--- src/sv/hec_pkg.sv ---
// hec_pkg: shared widths, register codes, config struct and position helpers
// for the Hamming encoder and parity checker. No dependencies.

package hec_pkg;

    localparam int DATA_W            = 32;  // data_word field width
    localparam int CODE_W            = 38;  // code_word / received_code width
    localparam int LEN_W             = 6;   // data_length register width
    localparam int N_W               = 7;   // holds codeword length up to 127
    localparam int PAR_N             = 6;   // parity positions 1,2,4,8,16,32
    localparam int ADDR_W            = 3;   // registers at byte 0 and 4
    localparam int APB_W             = 32;
    localparam int DEF_MAX_DATA_BITS = 32;
    localparam logic [LEN_W-1:0] LEN_RESET = 6'd32;

    // Register index, taken from paddr[2]
    typedef enum logic {
        REG_DATA_LENGTH = 1'b0,
        REG_ODD_PARITY  = 1'b1
    } t_reg_idx;

    // Static code setup seen by the datapath
    typedef struct packed {
        logic [CODE_W-1:0] pos_mask;   // bit pos-1 set when position pos <= n
        logic              odd_parity;
    } t_code_cfg;

    // Least r with 2^r >= m + r + 1
    function automatic logic [2:0] hec_parity_count(input logic [LEN_W-1:0] m);
        logic [2:0] r;
        logic       found;
        r     = 3'd7;
        found = 1'b0;
        for (int k = 1; k <= 7; k++) begin
            if (!found && ((8'd1 << k) >= (8'(m) + 8'(k) + 8'd1))) begin
                r     = 3'(k);
                found = 1'b1;
            end
        end
        return r;
    endfunction

    // Position is a power of two (a parity position)
    function automatic logic hec_is_pow2(input int pos);
        return (pos & (pos - 1)) == 0;
    endfunction

    // Data bit index carried at a non-power-of-two position
    function automatic int hec_data_index(input int pos);
        int np;
        np = 0;
        for (int k = 0; k < PAR_N; k++) begin
            if ((1 << k) <= pos) np++;
        end
        return pos - 1 - np;
    endfunction

    // Positions covered by parity group k (position number has bit k set)
    function automatic logic [CODE_W-1:0] hec_group_mask(input int k);
        logic [CODE_W-1:0] g;
        g = '0;
        for (int pos = 1; pos <= CODE_W; pos++) begin
            g[pos-1] = ((pos >> k) & 1) != 0;
        end
        return g;
    endfunction

endpackage

--- src/sv/hec_in_if.sv ---
// hec_in_if: request channel (op, data word, received codeword).
// Depends on hec_pkg.

interface hec_in_if;
    import hec_pkg::*;

    logic                 valid;
    logic                 ready;
    logic                 op;
    logic [DATA_W-1:0]    data_word;
    logic [CODE_W-1:0]    received_code;

    modport source (output valid, op, data_word, received_code, input ready);
    modport sink   (input valid, op, data_word, received_code, output ready);
endinterface

--- src/sv/hec_out_if.sv ---
// hec_out_if: result channel (codeword, error flag).
// Depends on hec_pkg.

interface hec_out_if;
    import hec_pkg::*;

    logic                 valid;
    logic                 ready;
    logic [CODE_W-1:0]    code_word;
    logic                 error_flag;

    modport source (output valid, code_word, error_flag, input ready);
    modport sink   (input valid, code_word, error_flag, output ready);
endinterface

--- src/sv/hec_core.sv ---
// hec_core: combinational Hamming encode and parity check over one request.
// Depends on hec_pkg.

module hec_core (
    input  logic                       i_op,
    input  logic [hec_pkg::DATA_W-1:0] i_data_word,
    input  logic [hec_pkg::CODE_W-1:0] i_received_code,
    input  hec_pkg::t_code_cfg         i_cfg,
    output logic [hec_pkg::CODE_W-1:0] o_code_word,
    output logic                       o_error_flag
);
    import hec_pkg::*;

    logic [CODE_W-1:0] w_data_pos;   // data bits placed, parity slots zero
    logic [CODE_W-1:0] w_rx;         // received word cut to length
    logic [CODE_W-1:0] w_code;
    logic [PAR_N-1:0]  w_fail;

    // Scatter data bits into non-power-of-two positions
    always_comb begin
        w_data_pos = '0;
        for (int pos = 1; pos <= CODE_W; pos++) begin
            if (!hec_is_pow2(pos)) begin
                w_data_pos[pos-1] = i_data_word[5'(hec_data_index(pos))];
            end
        end
        w_data_pos = w_data_pos & i_cfg.pos_mask;
    end

    assign w_rx = i_received_code & i_cfg.pos_mask;

    // Parity per group; a group exists only when its position is within length
    always_comb begin
        w_code = w_data_pos;
        w_fail = '0;
        for (int k = 0; k < PAR_N; k++) begin
            if (i_cfg.pos_mask[(1 << k) - 1]) begin
                w_code[(1 << k) - 1] = (^(w_data_pos & hec_group_mask(k)))
                                       ^ i_cfg.odd_parity;
                w_fail[k] = (^(w_rx & hec_group_mask(k))) ^ i_cfg.odd_parity;
            end
        end
    end

    assign o_code_word  = i_op ? '0 : w_code;
    assign o_error_flag = i_op ? (|w_fail) : 1'b0;

endmodule

--- src/sv/hamming_encode_and_check.sv ---
// hamming_encode_and_check: top level with APB config registers, request
// register, hec_core datapath and result register. Depends on hec_pkg,
// hec_in_if, hec_out_if, hec_core.
//
//  Channel   Dir  Handshake        Payload
//  i_req     in   valid/ready      op, data_word[31:0], received_code[37:0]
//  o_rsp     out  valid/ready      code_word[37:0], error_flag
//  apb       in   psel/penable     paddr[2:0], pwdata/prdata[31:0], pready=1
//
// One request per cycle while o_rsp is not stalled; a request is held in
// the request register, then in the result register after hec_core's XORs.
// Synchronous active-low reset empties both stages and sets data_length 32,
// odd_parity 0. A stalled result holds in the result register while the
// request register still takes one more request; i_req.ready drops only
// when both stages are full and o_rsp.ready is low.

module hamming_encode_and_check #(
    parameter int MAX_DATA_BITS = hec_pkg::DEF_MAX_DATA_BITS
) (
    input  logic                       i_clk,
    input  logic                       i_rst_n,
    hec_in_if.sink                     i_req,
    hec_out_if.source                  o_rsp,
    input  logic                       psel,
    input  logic                       penable,
    input  logic                       pwrite,
    input  logic [hec_pkg::ADDR_W-1:0] paddr,
    input  logic [hec_pkg::APB_W-1:0]  pwdata,
    output logic [hec_pkg::APB_W-1:0]  prdata,
    output logic                       pready
);
    import hec_pkg::*;

    localparam logic [LEN_W-1:0] MAX_LEN = LEN_W'(MAX_DATA_BITS);

    // Configuration registers
    logic [LEN_W-1:0] r_data_length;
    logic             r_odd_parity;
    t_reg_idx         w_reg_idx;
    logic             w_wr;

    assign pready    = 1'b1;
    assign w_reg_idx = t_reg_idx'(paddr[2]);
    assign w_wr      = psel & penable & pwrite;

    always_ff @(posedge i_clk) begin
        if (!i_rst_n) begin
            r_data_length <= LEN_RESET;
            r_odd_parity  <= 1'b0;
        end else if (w_wr) begin
            case (w_reg_idx)
                REG_DATA_LENGTH: r_data_length <= pwdata[LEN_W-1:0];
                REG_ODD_PARITY:  r_odd_parity  <= pwdata[0];
                default: ;
            endcase
        end
    end

    always_comb begin
        case (w_reg_idx)
            REG_DATA_LENGTH: prdata = {{(APB_W-LEN_W){1'b0}}, r_data_length};
            REG_ODD_PARITY:  prdata = {{(APB_W-1){1'b0}}, r_odd_parity};
            default:         prdata = '0;
        endcase
    end

    // Effective length, codeword length and position mask
    logic [LEN_W-1:0] w_m;
    logic [N_W-1:0]   w_n;
    t_code_cfg        w_cfg;

    always_comb begin
        if (r_data_length == '0) begin
            w_m = LEN_W'(1);
        end else if (r_data_length > MAX_LEN) begin
            w_m = MAX_LEN;
        end else begin
            w_m = r_data_length;
        end
        w_n = N_W'(w_m) + N_W'(hec_parity_count(w_m));
        for (int pos = 1; pos <= CODE_W; pos++) begin
            w_cfg.pos_mask[pos-1] = N_W'(pos) <= w_n;
        end
        w_cfg.odd_parity = r_odd_parity;
    end

    // Request register
    logic              r_s1_valid;
    logic              r_s1_op;
    logic [DATA_W-1:0] r_s1_data;
    logic [CODE_W-1:0] r_s1_rx;
    logic              w_s1_ready;
    logic              w_s2_ready;

    assign w_s2_ready  = !o_rsp.valid || o_rsp.ready;
    assign w_s1_ready  = !r_s1_valid || w_s2_ready;
    assign i_req.ready = w_s1_ready;

    always_ff @(posedge i_clk) begin
        if (!i_rst_n) begin
            r_s1_valid <= 1'b0;
        end else if (w_s1_ready) begin
            r_s1_valid <= i_req.valid;
        end
    end

    always_ff @(posedge i_clk) begin
        if (w_s1_ready && i_req.valid) begin
            r_s1_op   <= i_req.op;
            r_s1_data <= i_req.data_word;
            r_s1_rx   <= i_req.received_code;
        end
    end

    // Encode / check datapath
    logic [CODE_W-1:0] w_code_word;
    logic              w_error_flag;

    hec_core u_core (
        .i_op            (r_s1_op),
        .i_data_word     (r_s1_data),
        .i_received_code (r_s1_rx),
        .i_cfg           (w_cfg),
        .o_code_word     (w_code_word),
        .o_error_flag    (w_error_flag)
    );

    // Result register
    logic              r_s2_valid;
    logic [CODE_W-1:0] r_s2_code;
    logic              r_s2_err;

    always_ff @(posedge i_clk) begin
        if (!i_rst_n) begin
            r_s2_valid <= 1'b0;
        end else if (w_s2_ready) begin
            r_s2_valid <= r_s1_valid;
        end
    end

    always_ff @(posedge i_clk) begin
        if (w_s2_ready && r_s1_valid) begin
            r_s2_code <= w_code_word;
            r_s2_err  <= w_error_flag;
        end
    end

    assign o_rsp.valid      = r_s2_valid;
    assign o_rsp.code_word  = r_s2_code;
    assign o_rsp.error_flag = r_s2_err;

    // Assertions
    a_rst_empty: assert property (@(posedge i_clk)
        !i_rst_n |=> !r_s1_valid && !r_s2_valid)
        else $error("pipeline not empty after reset");

    a_flag_or_word: assert property (@(posedge i_clk) disable iff (!i_rst_n)
        o_rsp.valid |-> !(o_rsp.error_flag && (o_rsp.code_word != '0)))
        else $error("result carries both a codeword and an error flag");

    a_word_in_length: assert property (@(posedge i_clk) disable iff (!i_rst_n)
        o_rsp.valid |-> ((o_rsp.code_word & ~w_cfg.pos_mask) == '0))
        else $error("codeword bits set above codeword length");

    a_s1_hold: assert property (@(posedge i_clk) disable iff (!i_rst_n)
        (r_s1_valid && !w_s2_ready) |=>
            (r_s1_valid && $stable(r_s1_op) && $stable(r_s1_data) && $stable(r_s1_rx)))
        else $error("stalled request register changed");

endmodule
--- src/flat_wrapper.sv ---
// flat-port wrapper written by rule: the top's interface ports become plain ports
module hamming_encode_and_check_flat import hec_pkg::*;
#(
    parameter int MAX_DATA_BITS = hec_pkg::DEF_MAX_DATA_BITS
)
  (i_clk, i_rst_n, psel, penable, pwrite, paddr, pwdata, prdata, pready, i_req_valid, i_req_op, i_req_data_word, i_req_received_code, i_req_ready, o_rsp_valid, o_rsp_code_word, o_rsp_error_flag, o_rsp_ready);
  hec_in_if i_req_i ();
  hec_out_if o_rsp_i ();
  input  logic i_clk;
  input  logic i_rst_n;
  input  logic psel;
  input  logic penable;
  input  logic pwrite;
  input  logic [hec_pkg::ADDR_W-1:0] paddr;
  input  logic [hec_pkg::APB_W-1:0] pwdata;
  output logic [hec_pkg::APB_W-1:0] prdata;
  output logic pready;
  input wire logic [$bits(i_req_i.valid)-1:0] i_req_valid;
  input wire logic [$bits(i_req_i.op)-1:0] i_req_op;
  input wire logic [$bits(i_req_i.data_word)-1:0] i_req_data_word;
  input wire logic [$bits(i_req_i.received_code)-1:0] i_req_received_code;
  output wire logic [$bits(i_req_i.ready)-1:0] i_req_ready;
  output wire logic [$bits(o_rsp_i.valid)-1:0] o_rsp_valid;
  output wire logic [$bits(o_rsp_i.code_word)-1:0] o_rsp_code_word;
  output wire logic [$bits(o_rsp_i.error_flag)-1:0] o_rsp_error_flag;
  input wire logic [$bits(o_rsp_i.ready)-1:0] o_rsp_ready;
  assign i_req_i.valid = i_req_valid;
  assign i_req_i.op = i_req_op;
  assign i_req_i.data_word = i_req_data_word;
  assign i_req_i.received_code = i_req_received_code;
  assign i_req_ready = i_req_i.ready;
  assign o_rsp_valid = o_rsp_i.valid;
  assign o_rsp_code_word = o_rsp_i.code_word;
  assign o_rsp_error_flag = o_rsp_i.error_flag;
  assign o_rsp_i.ready = o_rsp_ready;
  hamming_encode_and_check #(.MAX_DATA_BITS(MAX_DATA_BITS)) u_core (.i_clk(i_clk), .i_rst_n(i_rst_n), .i_req(i_req_i), .o_rsp(o_rsp_i), .psel(psel), .penable(penable), .pwrite(pwrite), .paddr(paddr), .pwdata(pwdata), .prdata(prdata), .pready(pready));
endmodule
--- config.mk ---
export PLATFORM = sky130hd
export DESIGN_NAME = hamming_encode_and_check_flat
export DESIGN_NICKNAME = d
export VERILOG_FILES = /design/src/sv/hec_pkg.sv /design/src/sv/hec_in_if.sv /design/src/sv/hec_out_if.sv /design/src/sv/hec_core.sv /design/src/sv/hamming_encode_and_check.sv /design/src/flat_wrapper.sv
export SDC_FILE = /design/constraint.sdc
export NUM_CORES = 1
export LEC_CHECK = 0
export ABC_AREA = 1
export CORE_MARGIN = 3
export CORE_UTILIZATION = 35
export DETAILED_ROUTE_END_ITERATION = 7
export DONT_BUFFER_PORTS = 1
export PLACE_DENSITY_LB_ADDON = 0.2
export SYNTH_ARGS = -nofsm -noshare
export SYNTH_HDL_FRONTEND = slang
export SYNTH_SLANG_ARGS = --single-unit
--- constraint.sdc ---
create_clock -name i_clk -period 4.9 [get_ports i_clk]
set_input_delay 0.245 -clock i_clk [delete_from_list [all_inputs] [get_ports i_clk]]
set_output_delay 0.245 -clock i_clk [all_outputs]
set_load 0.05 [all_outputs]
==> results.cfg, run 1 <==
[critical_path]
worstSetupPathType = reg -> reg
cp_common_cell = xor2_1
cp-start-kind = flop
critPathRequiredTime_ns = 5.01
critPathMaxStageDelay_ns = 0.39
path_max_fanout = 6
crit_path_end_kind = flop
r2r_start = u_core.r_data_length[0]$_SDFFE_PN0P_
worstSetupStartpoint = u_core.r_data_length[0]$_SDFFE_PN0P_
worst_path_max_delay_cell = fa_2
critPathArrivalTime_ns = 4.95

[grt]
grt_max_degree = 37
grt_pass1_wl_um = 28300
first_global_vias = 5652
antenna_found_initial = 0
gr-total-overflow = 0
grt_usage = 0.164

[placed_design]
dp_hpwl_um = 13600
place_congestion = 0.857
io_buffers = 0

[synthesis]
synthesis.instances = 880
synthDistinctLibCells = 45
synthMuxAreaShare = 0
yosysWarnings = 0
synth_top_family_by_area = simple AND/OR/NAND/NOR gates
avgSynthCellArea_um2 = 7.77
synth-compound-area-share = 0.0379
ys_seq_area_frac = 0.369
synthSimpleGateAreaFrac = 0.360
synth_area_mm2 = 0.00683
synth-xor-area-share = 0.0694
synth-adder-area-share = 0.0377
ys_seq_elements = 87

[flow_run]
maxCapViolations = 0

[detailed_routing]
viasPerCell = 4.56
drc = 0
dr.pass1.iters = 5
vias = 6081
ant_nets = 0
wl_per_cell_um = 13.4
dr.first_iter.drc_count = 311
totalWireLength_um = 17800

[sta]
rsz0062_at_grt = yes
setup_viol = 0
finalCritPeriodShare = 0.988
fin_hold_ws_ns = 0.0283
maxSlewViolCount = 0
skew_ns = 0.0110
finalCriticalPeriod_ns = 4.84
hold_viol = 0
maxSlewHeadroom = 0.354
worst_slew_pin_slew_ns = 0.963
fmax_mhz = 207

[floorplan]
die_area_mm2 = 0.0212
initial_core_util = 0.361
pin_count = 187
die_h_um = 146
die_x_um = 146
core_area_mm2 = 0.0190
num_rows = 50

[finish]
syn2layout_area_growth_pct = 41.1
final_nets = 1202
final_core_util = 0.509
drive_gt1_frac = 0.369
antenna_cells = 0

[power]
comb_power_share = 0.317
p_per_area_mw_per_mm2 = 248
p_leak_nw = 4.47
clockPowerShare = 0.293
peakVddDrop_mv = 0.162
switchingPower_mw = 0.839
swShare = 0.351
p_seq_frac = 0.390
p_int_mw = 1.55

[cts]
clock_latency_ns = 0.35
cts_num_sinks = 87
cts_root_buf = clkbuf_16
htree_num_levels = 3
clk_pin_slew_ns = 0.07
cts_made_buffers = 9
tritoncts = yes
clk_path_buf_depth = 2

[status]
status = finished clean

[min_path]
hp-start = i_rst_n
worstHoldPathType = in -> reg
power by group through the flow:
stage / Sequential (mW) / Combinational [mW] / Clock [mW]
after floorplan: 0.933 / 0.490 / 0
after global placement: 0.943 / 0.597 / 0
after detailed placement: 0.943 / 0.602 / 0
after CTS: 0.927 / 0.648 / 0.718
after global routing: 0.935 / 0.839 / 0.747
final: 0.931 / 0.758 / 0.699
cell type report:
| cell class | count | area (µm²) |
|---|---|---|
| Tap cell | 260 | 325 |
| Inverter | 114 | 435 |
| Clock inverter | 6 | 67.6 |
| Clock buffer | 10 | 229 |
| Multi-Input combinational cell | 665 | 4400 |
| Timing Repair Buffer | 192 | 1660 |
| Fill cell | 1821 | 9310 |
| Sequential cell | 87 | 2530 |
metrics by stage:
stage | cell area, µm² | setup slack (ns) | cells | power [mW] | TNS, ns
global placement | 7850 | -0.188 | 1248 | 1.54 | -0.353
detailed placement | 7850 | -0.229 | 1248 | 1.55 | -0.691
global route | 9640 | -0.323 | 1334 | 2.52 | -1.37
CTS | 8770 | 0.00128 | 1319 | 2.29 | 0
finish | 9640 | 0.0611 | 1334 | 2.39 | 0
floorplan | 6990 | 0.0298 | 921 | 1.42 | 0
worst paths after layout:
path	end	slack (ns)	cells past startpoint
setup / recovery	u_core.o_rsp.code_word[3]$_SDFFCE_PP0P_	0.06	34
hold / removal	u_core.r_data_length[4]$_SDFFE_PN0P_	0.03	2
setup reg to reg	u_core.o_rsp.code_word[3]$_SDFFCE_PP0P_	0.06	34
hold reg to reg	u_core.o_rsp.valid$_SDFFE_PN0P_	0.51	2
placed cells by master (no fill, tap or decap), drive strengths merged:
master / instances
nand2: 288
buf: 137
inv: 114
nand3: 113
edfxtp: 78
nor2: 68
dlygate4sd3: 55
conb: 43
xor2: 35
o21ai: 22
nand4: 21
ha: 19
a21oi: 16
xnor2: 14
clkbuf: 10
dfxtp: 9
nor3: 7
nand3b: 5
and3: 3
clkinv: 3
o211ai: 2
clkinvlp: 2
o2111ai: 2
a31oi: 1
a31o: 1
o31ai: 1
o22ai: 1
or2: 1
and2: 1
fa: 1
bufinv: 1
critical path, delay by kind of cell, from the launching register on:
kind	cells	cell delay, ns
AO/OA/AOI/OAI	2	0.20
XOR/XNOR	6	0.96
adder cells (fa/ha/maj)	3	0.78
buffers and inverters	7	0.49
flip-flops	1	0.32
AND/OR/NAND/NOR	16	1.84
per-layer routing:
layer  routed length (µm)  share of wire  track usage
met5                    0              0            0
met3                  728          0.041       0.0315
met4                  191          0.011       0.0380
met1                 8300           0.47        0.224
met2                 8620           0.48        0.269
state kept, by name, indices dropped and copies added (netlist names):
register and flops:
u_core.r_s1_rx 38, u_core.o_rsp.code_word 22, u_core.r_s1_data 16, u_core.r_data_length 6, u_core.o_rsp.error_flag 1, u_core.o_rsp.valid 1, u_core.r_odd_parity 1, u_core.r_s1_op 1
u_core.r_s1_valid 1
cells in the mapped netlist, drive strengths merged:
master / n / share of area
nor3: 7 / 0.0051
o211ai: 2 / 0.0022
clkinv: 2 / 0.0011
dfxtp: 9 / 0.026
a31oi: 1 / 0.00092
nand4: 21 / 0.020
conb: 2 / 0.0011
edfxtp: 78 / 0.34
xnor2: 14 / 0.021
xor2: 35 / 0.048
o31ai: 1 / 0.0011
a31o: 1 / 0.0013
inv: 112 / 0.062
ha: 19 / 0.035
nand2: 288 / 0.17
o21ai: 22 / 0.017
a21oi: 16 / 0.012
fa: 1 / 0.0029
nand3b: 5 / 0.0055
or2: 1 / 0.00092
and2: 1 / 0.0013
and3: 3 / 0.0027
clkbuf: 2 / 0.0011
o22ai: 1 / 0.00092
o2111ai: 2 / 0.0026
nand3: 113 / 0.10
nor2: 68 / 0.049
buf: 53 / 0.061
timing repair:
action / CTS / global route
gates resized for setup: 25 / 193
setup buffers: 0 / 17
hold buffers: 55 / 0
setup endpoints to repair: 6 / 6
pin swaps: 5 / 94
endpoints found under the hold margin: 55 / 0
logic make-up (layout without fill, tap and decap cells):
family          count (synthesis)  after routing
fa+ha+maj                      20             20
simple gates                  507            507
other cells                     2             43
buf+inv                       169            322
compound gates                 46             46
flops                          87             87
xor+xnor                       49             49
Note: power is estimated with default switching activity, not from simulation.
==> run 2: changes to the inputs <==
- CORE_MARGIN: 3 -> unset
- CORE_UTILIZATION: 35 -> 54
==> run 2 against run 1 <==
  * The flow now finishes with violations (setup timing)
  * Critical path depth grew 5
  * Combinational power is 6.1% lower
  * Global-route usage grew 11 points
  * Critical path type unchanged
  * Largest cell class unchanged
  * Largest power group unchanged
==> results.cfg, run 2 (synthesis results as in run 1) <==
[power]
p_leak_nw = 4.31
p_per_area_mw_per_mm2 = 256
peakVddDrop_mv = 0.261

[detailed_routing]
dr.pass1.iters = 5
dr.first_iter.drc_count = 399
ant_nets = 0
drc = 0
wl_per_cell_um = 14.4
viasPerCell = 5.08
totalWireLength_um = 17700
vias = 6239

[critical_path]
worstSetupPathType = reg -> reg
path_max_fanout = 6
critPathMaxStageDelay_ns = 0.35
cp_common_cell = nand2_2
worst_path_max_delay_cell = fa_2
critPathRequiredTime_ns = 5.00
cp-start-kind = flop
critPathArrivalTime_ns = 5.01
crit_path_end_kind = flop

[sta]
timing.setup.tns_ns = -0.0122
skew_ns = 0.00931
maxSlewHeadroom = 0.354
worst_slew_pin_slew_ns = 0.962
rsz0062_at_grt = yes
finalCritPeriodShare = 1.00
setup_viol = 1
finalWorstSetupSlack_ns = -0.0122
maxSlewViolCount = 0
finalCriticalPeriod_ns = 4.91
fmax_mhz = 204
hold_viol = 0

[finish]
antenna_cells = 0
most-common-layout-cells = nand2_1 (229), buf_4 (116), inv_1 (93)
largest_reg_flops = 38
ff_latch_area_mm2 = 0.00252
drive_gt1_frac = 0.290
n_fill_cell = 915
regMostFlops = u_core.r_s1_rx
final_nets = 1187
syn2layout_area_growth_pct = 31.8
multi_input_area_mm2 = 0.00402
final_common_cell = nand2_1

[grt]
gr-total-overflow = 0
grt_pass1_wl_um = 28100
grt_usage = 0.278
first_global_vias = 6087
antenna_found_initial = 0
grt_max_degree = 56

[floorplan]
initial_core_util = 0.562
pin_count = 187
num_rows = 40
core_area_mm2 = 0.0122
die_area_mm2 = 0.0131
die_x_um = 114
die_h_um = 114

[cts]
cts_num_sinks = 87
cts_made_buffers = 9
clock_latency_ns = 0.36
clk_pin_slew_ns = 0.07
htree_num_levels = 3
tritoncts = yes
cts_root_buf = clkbuf_16
clk_path_buf_depth = 2

[status]
status = finished, violations left
failed_checks = setup timing

[placed_design]
dp_hpwl_um = 12900
pre_cts_slack_ns = -0.217
io_buffers = 0
place_congestion = 0.898

[min_path]
worstHoldPathType = in -> reg

[flow_run]
maxCapViolations = 0
run 2: cell types whose count changed in the layout (fill, tap and decap cells not counted), sizes merged:
cell,previous run,this run
clkinv,3,5
clkbuf,10,9
bufbuf,0,1
buf,137,121
bufinv,1,0
clkinvlp,2,1
inv,114,115
run 2: routing by layer:
layer	global-route usage	vias up	wire [µm]
li1	-	3112	-
met1	0.328	2868	7270
met2	0.499	217	8900
met3	0.0545	42	986
met4	0.104	0	511
met5	0	-	0
run 2: final timing paths:
kind / from / to / slack (ns) / cells after the start
max reg2reg: u_core.r_data_length[0]$_SDFFE_PN0P_ / u_core.o_rsp.error_flag$_SDFFCE_PN0P_ / -0.01 / 39
min: i_rst_n / u_core.r_data_length[0]$_SDFFE_PN0P_ / 0.02 / 2
max: u_core.r_data_length[0]$_SDFFE_PN0P_ / u_core.o_rsp.error_flag$_SDFFCE_PN0P_ / -0.01 / 39
min reg2reg: u_core.r_s1_valid$_SDFFE_PN0N_ / u_core.o_rsp.valid$_SDFFE_PN0P_ / 0.55 / 2
run 2: per-stage QoR:
step                      cell area [µm²]  total power, mW  cells   util  hold WS [ns]
final                                9010             2.30   1227  0.741        0.0215
after global routing                 9010             2.41   1227  0.741        0.0138
after CTS                            8680             2.26   1219  0.714       0.00280
after detailed placement             7610             1.55   1142  0.626         0.344
after global placement               7610             1.53   1142  0.626         0.344
after floorplan                      6990             1.42    921      -         0.344
run 2: worst max-delay path, delay by kind of cell (launching register included):
family / cells / cell delay, ns
and+or+nand+nor: 25 / 2.41
adders and majority gates: 3 / 0.74
buffers and inverters: 6 / 0.49
xor gates and xnor gates: 3 / 0.48
DFF: 1 / 0.33
AOI/OAI and AO/OA: 2 / 0.21
run 2: where the power goes:
part           switching, mW  internal (mW)  total (mW)
combinational          0.441          0.271       0.712
clock                  0.311          0.351       0.662
sequential            0.0687          0.862       0.930
total                  0.821           1.48        2.30
run 2: layout make-up:
class | instances | area share
multi-input cells | 665 | 0.447
flip-flops and latches | 87 | 0.280
repair buffers | 177 | 0.171
inverters | 114 | 0.0481
clock buffers | 9 | 0.0250
well taps | 168 | 0.0233
clock inverters | 7 | 0.00611
run 2: timing repair:
| item | 4_1_cts | 5_1_grt |
|---|---|---|
| hold buffers | 55 | 0 |
| pin swaps | 15 | 36 |
| resized for setup | 47 | 70 |
| endpoints found under the setup margin | 6 | 6 |
| cloned | 1 | 0 |
| buffers inserted | 5 | 8 |
| hold endpoints to repair | 55 | 0 |
==> run 3: changes to the inputs <==
- ABC_CLOCK_PERIOD_IN_PS: unset -> 4900
- CTS_CLUSTER_SIZE: unset -> 16
- MAX_ROUTING_LAYER: unset -> met4
==> run 3 against run 2 <==
  * The run still ends with setup timing left
  * Clock skew is 0.00089 ns lower
  * Total power increased by 1.7%
  * Die area stayed put
==> results.cfg, run 3 (synthesis results as in run 1) <==
[cts]
cts_root_buf = clkbuf_16
clk_path_buf_depth = 2
htree_num_levels = 3
cts_num_sinks = 87
tritoncts = yes
cts_made_buffers = 9
clock_latency_ns = 0.36
clk_pin_slew_ns = 0.06

[sta]
rsz0062_at_grt = yes
setup_viol = 1
maxSlewHeadroom = 0.360
finalCritPeriodShare = 1.01
worst_slew_pin_slew_ns = 0.953
finalWorstSetupSlack_ns = -0.0520
hold_viol = 0
finalCriticalPeriod_ns = 4.95
timing.setup.tns_ns = -0.0520
maxSlewViolCount = 0
skew_ns = 0.00843
fmax_mhz = 202

[critical_path]
worstSetupPathType = reg -> reg
critPathMaxStageDelay_ns = 0.39
cp_common_cell = nand2_1
r2r_cells = 42
crit_path_end_kind = flop
worst_path_max_delay_cell = fa_2
path_max_fanout = 6
cp-start-kind = flop
critPathArrivalTime_ns = 5.05
critPathRequiredTime_ns = 5.00

[grt]
gr-total-overflow = 0
grt_pass1_wl_um = 27700
grt_usage = 0.281
grt_max_degree = 56
antenna_found_initial = 0
first_global_vias = 6021

[detailed_routing]
dr.pass1.iters = 5
totalWireLength_um = 17600
viasPerCell = 5.09
m1WireLength_um = 7340
top_layer = met4
dr_wl_met3_um = 971
met2_length_um = 9000
drc = 0
dr.first_iter.drc_count = 427
wl_per_cell_um = 14.3
vias = 6277
ant_nets = 0

[finish]
regMostFlops = u_core.r_s1_rx
syn2layout_area_growth_pct = 34.1
largest_reg_flops = 38
final_cell_area_mm2 = 0.00916
most-common-layout-cells = nand2_1 (234), buf_4 (119), inv_1 (92)
final_common_cell = nand2_1
drive_gt1_frac = 0.300
antenna_cells = 0
final_nets = 1194

[power]
p_leak_nw = 4.33
peakVddDrop_mv = 0.274
total_power_mw = 2.34
p_per_area_mw_per_mm2 = 256

[placed_design]
dpl_cell_area_mm2 = 0.00766
dp_hpwl_um = 12800
place_congestion = 0.867
pre_cts_slack_ns = -0.297
io_buffers = 0

[floorplan]
num_rows = 40
die_area_mm2 = 0.0131
pin_count = 187
core_area_mm2 = 0.0122
die_h_um = 114
die_x_um = 114
initial_core_util = 0.562

[min_path]
worstHoldPathType = in -> reg
worstHoldPathCells = 2

[status]
failed_checks = setup timing
status = finished, violations left

[flow_run]
maxCapViolations = 0
-- run 3: cell types whose count changed in the layout (fill, tap and decap cells not counted), moves of 4 or more --
cell / delta
nor2_2: -4
xor2_1: -4
ha_4: +4
buf_6: +5
ha_1: -5
nand2_1: +5
xor2_2: +4
-- run 3: metrics by stage --
step | utilization | hold WS, ns | instances
final | 0.753 | 0.0234 | 1234
after global routing | 0.753 | 0.0281 | 1234
after CTS | 0.713 | 0.0185 | 1221
after detailed placement | 0.630 | 0.344 | 1148
after global placement | 0.630 | 0.344 | 1148
after floorplan | - | 0.344 | 921
-- run 3: final timing paths --
path,from,endpoint,slack [ns]
min,i_rst_n,u_core.r_data_length[2]$_SDFFE_PN0P_,0.02
min reg2reg,u_core.r_s1_valid$_SDFFE_PN0N_,u_core.o_rsp.valid$_SDFFE_PN0P_,0.55
max,u_core.r_data_length[4]$_SDFFE_PN0P_,u_core.o_rsp.error_flag$_SDFFCE_PN0P_,-0.05
max reg2reg,u_core.r_data_length[4]$_SDFFE_PN0P_,u_core.o_rsp.error_flag$_SDFFCE_PN0P_,-0.05
-- run 3: power by group --
| part | internal [mW] | leakage [nW] | switching (mW) |
|---|---|---|---|
| sequential | 0.861 | 0.834 | 0.0684 |
| combinational | 0.269 | 3.35 | 0.439 |
| clock | 0.402 | 0.148 | 0.304 |
-- run 3: cell type report --
cell class	instances	area [µm²]
inverters	114	440
flip-flops and latches	87	2530
well taps	168	210
multi-input cells	665	4090
clock buffers	9	225
clock inverters	7	80.1
repair buffers	184	1580
fillers	877	3000
-- run 3: routing by layer --
metal | global-route usage | vias up
met1 | 0.332 | 2907
met4 | 0.0848 | 0
li1 | - | 3125
met2 | 0.493 | 218
met3 | 0.0418 | 27
met5 | - | -
-- run 3: timing repair --
item	4_1_cts	5_1_grt
pin swaps	9	31
hold endpoints to repair	55	0
gates resized for setup	34	102
setup buffers	2	13
endpoints found under the setup margin	5	6
hold buffers	55	0
-- run 3: worst max-delay path: cells and delay by family, from the launching register on --
family                     cells  cell delay (ns)
buffers and inverters          9             0.61
adders and majority gates      3             0.79
AOI/OAI and AO/OA              2             0.18
xor gates and xnor gates       2             0.29
DFF                            1             0.32
and+or+nand+nor               26             2.49
